--- src/hdl/bgs_pkg.sv ---
// ----------------------------------------------------------------------------
// bgs_pkg
// shared types and codes for the bilinear grid sampler
// ----------------------------------------------------------------------------
package bgs_pkg;

    localparam int WORD_W    = 32;
    localparam int NUM_CH    = 4;
    localparam int CFG_IDX_W = 3;
    localparam int CFG_DAT_W = 32;
    localparam int SIZE_W    = 9;

    typedef logic signed [WORD_W-1:0] t_word;
    typedef logic [CFG_IDX_W-1:0]     t_cfg_idx;

    // item function codes
    localparam logic FUNC_WRITE  = 1'b0;
    localparam logic FUNC_SAMPLE = 1'b1;

    // register indexes
    localparam t_cfg_idx REG_GRID_W   = 3'd0;
    localparam t_cfg_idx REG_GRID_H   = 3'd1;
    localparam t_cfg_idx REG_ORIGIN_X = 3'd2;
    localparam t_cfg_idx REG_ORIGIN_Y = 3'd3;
    localparam t_cfg_idx REG_SCALE_X  = 3'd4;
    localparam t_cfg_idx REG_SCALE_Y  = 3'd5;

endpackage

--- src/hdl/bgs_coord.sv ---
// ----------------------------------------------------------------------------
// bgs_coord
// world position to clamped texel corner, neighbor and fraction (3 stages)
// ----------------------------------------------------------------------------
module bgs_coord #(
    parameter int XB = 8,
    parameter int SW = 9,
    parameter int FB = 16
) (
    input  logic             i_clk,
    input  bgs_pkg::t_word   i_pos,
    input  bgs_pkg::t_word   i_origin,
    input  logic [31:0]      i_scale,
    input  logic [SW-1:0]    i_size,
    output logic [XB-1:0]    o_c0,
    output logic [XB-1:0]    o_c1,
    output logic [FB-1:0]    o_frac
);
    import bgs_pkg::*;

    logic signed [32:0] r_d;
    logic               r_pos_ok;
    logic [63:0]        r_p;
    logic [SW-1:0]      lim;
    logic [XB-1:0]      n_c0;
    logic [XB-1:0]      n_c1;
    logic [FB-1:0]      n_frac;

    // exact offset from the origin
    always_ff @(posedge i_clk) begin
        r_d <= 33'(i_pos) - 33'(i_origin);
    end

    // scale to texels, fraction of 32 bits
    always_ff @(posedge i_clk) begin
        r_pos_ok <= (r_d > 33'sd0);
        r_p      <= 64'(r_d[31:0]) * 64'(i_scale);
    end

    assign lim = i_size - SW'(1);

    always_comb begin
        if (!r_pos_ok) begin
            n_c0   = '0;
            n_frac = '0;
        end else if (r_p[63:32] >= 32'(lim)) begin
            n_c0   = XB'(lim);
            n_frac = '0;
        end else begin
            n_c0   = r_p[32 +: XB];
            n_frac = r_p[31 -: FB];
        end
        // far neighbor, held at the last column
        if (SW'(n_c0) < lim) begin
            n_c1 = n_c0 + XB'(1);
        end else begin
            n_c1 = XB'(lim);
        end
    end

    always_ff @(posedge i_clk) begin
        o_c0   <= n_c0;
        o_c1   <= n_c1;
        o_frac <= n_frac;
    end

endmodule

--- config.mk ---
export PLATFORM = sky130hd
export DESIGN_NAME = bgs_coord
export DESIGN_NICKNAME = d
export VERILOG_FILES = /design/src/hdl/bgs_pkg.sv /design/src/hdl/bgs_coord.sv
export SDC_FILE = /design/constraint.sdc
export NUM_CORES = 2
export LEC_CHECK = 0
export BUFFER_PORTS_ARGS = -buffer_cell sky130_fd_sc_hd__buf_4
export CORE_ASPECT_RATIO = 1.4
export CORE_MARGIN = 5
export CORE_UTILIZATION = 50
export CTS_CLUSTER_DIAMETER = 100
export DETAILED_ROUTE_END_ITERATION = 6
export PLACE_DENSITY = 0.71
export SKIP_CTS_REPAIR_TIMING = 1
export SYNTH_ARGS = -nofsm -noshare
export SYNTH_HDL_FRONTEND = slang
export SYNTH_SLANG_ARGS = --single-unit
--- constraint.sdc ---
create_clock -name i_clk -period 13.9 [get_ports i_clk]
set_clock_uncertainty 0.2 [all_clocks]
set_input_delay 1.39 -clock i_clk [delete_from_list [all_inputs] [get_ports i_clk]]
set_output_delay 1.39 -clock i_clk [all_outputs]
set_load 0.03 [all_outputs]
# Word-level counts from Yosys, hierarchy flattened
# Index checks and enable logic that the tools add are counted.
# totals
output_inout_bits,32
regBits,130
input_bits,106
wordCells,18
# classes
n_reduce_logical,1
magnitude_cmp,3
n_bitwise,1
n_mul,1
n_mux,3
add_sub_neg,3
# ops
operator,count
32-bit by 32-bit multiplier with 64-bit output,1
33-bit by 1-bit > comparator with 1-bit output (second input constant),1
32-bit by 32-bit subtractor with 33-bit output,1
32-bit by 9-bit greater-or-equal comparator with 1-bit output,1
8-bit two-way mux,3
8-bit by 9-bit < comparator with 1-bit output,1
9-bit by 1-bit subtractor with 9-bit output (second input constant),1
8-bit by 1-bit adder with 8-bit output (second input constant),1
2-bit OR reduction,1
1-bit inverter,1

# Depth between registers and ports, before layout
# logic_depth
ltp_word,6
ltp_mapped,29
mapped_depth_nobuf,26

# Least setup slack after synthesis
# Ideal clock, no wire load.
# synth_path
kind,input port to flip-flop
from,in i_scale[8]
to,reg r_p[50]
stages,28
required_time_ps,13553
t_arrival_ps,8026
setup_time_ps,147
n_path_buf,2
path_slack_ps,5527
cell_sequence,clkbuf_1 -> nand2_1 -> fa_1 -> inv_1 -> fa_1 -> inv_1 -> fa_1 -> inv_1 -> fa_1 -> inv_1 -> fa_1 -> inv_1 -> fa_1 -> inv_1 -> fa_1 -> fa_1 -> inv_1 -> ha_1 -> and3_1 -> and3_1 -> buf_2 -> nand3_1 -> nand3_1 -> o41a_1 -> or2_1 -> a31oi_4 -> o31a_1 -> o311ai_0
# synth_via
elab_chain_cells,1
# synth_rtl
item,line_no,text
start: declaration,bgs_coord.sv:13,"input logic [31:0] i_scale,"
32-bit by 32-bit multiplier with 64-bit output,bgs_coord.sv:37,r_p <= 64'(r_d[31:0]) * 64'(i_scale);
end signal: assignment,bgs_coord.sv:37,
end: declaration,bgs_coord.sv:23,logic [63:0] r_p;
# No other way between the ends.
# A chain may end at the register's enable or synchronous reset.

# Worst setup path after layout
# layout_path
from,in i_scale[11]
to,reg r_p[46]
# Same word-level chain as after synthesis.

==> impl_metrics.env <==
export IMPL_drtIter0Drc=1582
export IMPL_nets=5428
export IMPL_gp_congestion=0.9074
export IMPL_clock_sinks=114
export IMPL_report_final_hold_viol_count=0
export IMPL_numCtsBuffers=17
export IMPL_vias_per_cell=5.485
export IMPL_die_w_um=242.1
export IMPL_final_cells=5099
export IMPL_finalWorstSetupSlack_ps=4661
export IMPL_required_ps=14120
export IMPL_clk_path_buf_depth=2
export IMPL_synth_edff_count=0
export IMPL_slowest_delay_ps=670
export IMPL_setup_violations=0
export IMPL_yosys_top_cells_area="fa_1 (48%), ha_1 (10%), and2_1 (9.7%)"
export IMPL_setup_tns_ps=0
export IMPL_period_share_pct=66.47
export IMPL_worstMarginPinSlew_ps=904.4
export IMPL_finalMaxSlewViolations=0
export IMPL_yosysTopAreaCell="fa_1"
export IMPL_avgSynthCellArea_um2=9.129
export IMPL_endpoint_kind="register"
export IMPL_max_freq_ghz=0.1082
export IMPL_grt_pass1_wl_mm=164.3
export IMPL_rsz0062_at_grt="false"
export IMPL_first_pass_iters=6
export IMPL_async_flop_share_pct=0
export IMPL_dieArea_um2=81090
export IMPL_startpoint_type="primary input"
export IMPL_synth_common_cells="inv_1 (950), fa_1 (896), and2_1 (585), nand2_1 (516), ha_1 (310)"
export IMPL_via_count=27970
export IMPL_cap_violations=0
export IMPL_ys_flop_type="dfxtp_1"
export IMPL_slowest_stage="nor4b_2"
export IMPL_slew_headroom_pct=39.71
export IMPL_synth_seq_cells=114
export IMPL_clk_pin_slew_ps=60
export IMPL_drive_gt1_share_pct=5.256
export IMPL_dp_cells=5065
export IMPL_core_area_um2=75040
export IMPL_clock_latency_ps=490
export IMPL_routed_wl_mm=103.0
export IMPL_cts_tree="built"
export IMPL_cts_htree_levels=4
export IMPL_path_max_fanout=32
export IMPL_grt_max_degree=34
export IMPL_hpwlAfterDp_mm=77.95
export IMPL_wire_per_inst_um=20.19
export IMPL_drc_errors=0
export IMPL_ys_warn_count=0
export IMPL_synth_top_area_share_pct=47.57
export IMPL_area_growth_pct=6.118
export IMPL_yosysSeqAreaShare_pct=6.052
export IMPL_track_usage_pct=26.02
export IMPL_overflow=0
export IMPL_io_pins=138
export IMPL_portBuffers=137
export IMPL_finalCriticalPeriod_ps=9239
export IMPL_path_buf_inv=8
export IMPL_synthesis_instances=4131
export IMPL_yosysUniqueCellTypes=69
export IMPL_num_rows=119
export IMPL_start_util_pct=50.25
export IMPL_synth_most_common_cell="inv_1"
export IMPL_synth_area_um2=37710
export IMPL_outcome="completed"
export IMPL_antenna_found_initial=2
export IMPL_die_height_um=334.9
export IMPL_grt_pass1_vias=30820
export IMPL_cpMostUsedCell="fa_1"
export IMPL_hold_path_class="register to register"
export IMPL_syn_nets=5443
export IMPL_crit_type="primary input to register"
export IMPL_ant_nets=0
export IMPL_arrival_ps=9460
export IMPL_critical_path_top_delay_family="adder cells"
export IMPL_dp_slack_ps=4239
export IMPL_cts_root_buf="clkbuf_16"
-- through the flow --
step / instance area [µm²] / utilization, % / hold slack [ps]
after global routing: 40020 / 53.33 / 243.0
final: 40020 / 53.33 / 224.1
after floorplan: 37710 / - / 168.2
after detailed placement: 39430 / 52.54 / 212.1
after CTS: 40010 / 53.32 / 227.3
after global placement: 39430 / 52.54 / 211.6
-- cells by family (layout without fill, tap and decap cells) --
kind of cell | Yosys count | after routing | share of synthesized area [%]
AOI/OAI and AO/OA | 268 | 268 | 4.725
xor gates and xnor gates | 83 | 83 | 1.928
adders and majority gates | 1206 | 1206 | 57.85
buffers and inverters | 1153 | 1151 | 11.48
DFF | 114 | 114 | 6.052
muxes | 15 | 15 | 0.3981
other | 0 | 2 | 0
and+or+nand+nor | 1292 | 1292 | 17.56
-- layout make-up --
cell class,instances,area [µm²]
fill,6889,35020
multi-input combinational,2864,31100
inverter,951,3570
sequential,114,2285
timing repair buffer,168,1261
tap,968,1211
clock buffer,18,429.2
clock inverter,14,152.6
antenna,2,5.005
-- path summary, 6_finish.rpt --
check,start,end,slack [ps],cells after the start
max,i_scale[11],r_p[46],4660,27
min,r_p[29],o_frac[13],220,1
max reg2reg,r_d[5],r_p[46],5040,27
min reg2reg,r_p[29],o_frac[13],220,1
-- registers in the layout (all words and copies together), names as in the netlist --
register and flops:
r_p 48, o_frac 16, o_c1 8, r_d 33, o_c0 8, r_pos_ok 1
-- layer usage --
layer	global-route usage, %	vias to the layer above	share of wire (%)
li1	-	12120	-
met1	27.87	14390	34
met2	46.30	1039	51
met3	4.919	413	6.1
met4	18.37	0	8.5
met5	0	-	0
-- cell usage in the layout, fill, tap and decap left out, types with 4 or more instances in the layout --
cell type	Yosys	final
inv_1	950	950
fa_1	896	896
and2_1	585	585
nand2_1	516	516
ha_1	310	310
buf_4	0	168
dfxtp_1	114	112
a21oi_1	87	87
xnor2_1	55	55
nor2_1	55	55
o21ai_0	42	42
nand3_1	29	29
xor2_1	28	28
a21o_1	27	27
nand4_1	18	18
nor4_1	18	18
nor3_1	17	17
clkbuf_16	0	17
o21a_1	15	15
mux2i_1	15	15
and3_1	14	14
a211oi_1	14	14
o21bai_1	13	13
a211o_1	9	9
nand2b_1	9	9
nor2b_1	8	8
a31oi_1	6	6
or3_1	6	6
o211ai_1	6	6
inv_6	0	5
o31a_1	4	4
or2_2	4	4
o311ai_0	4	4
clkinvlp_4	0	4
Power is left out: the tool's default activity adds up to more than one toggle a clock period on the data nets, which glitch-free logic cannot reach.
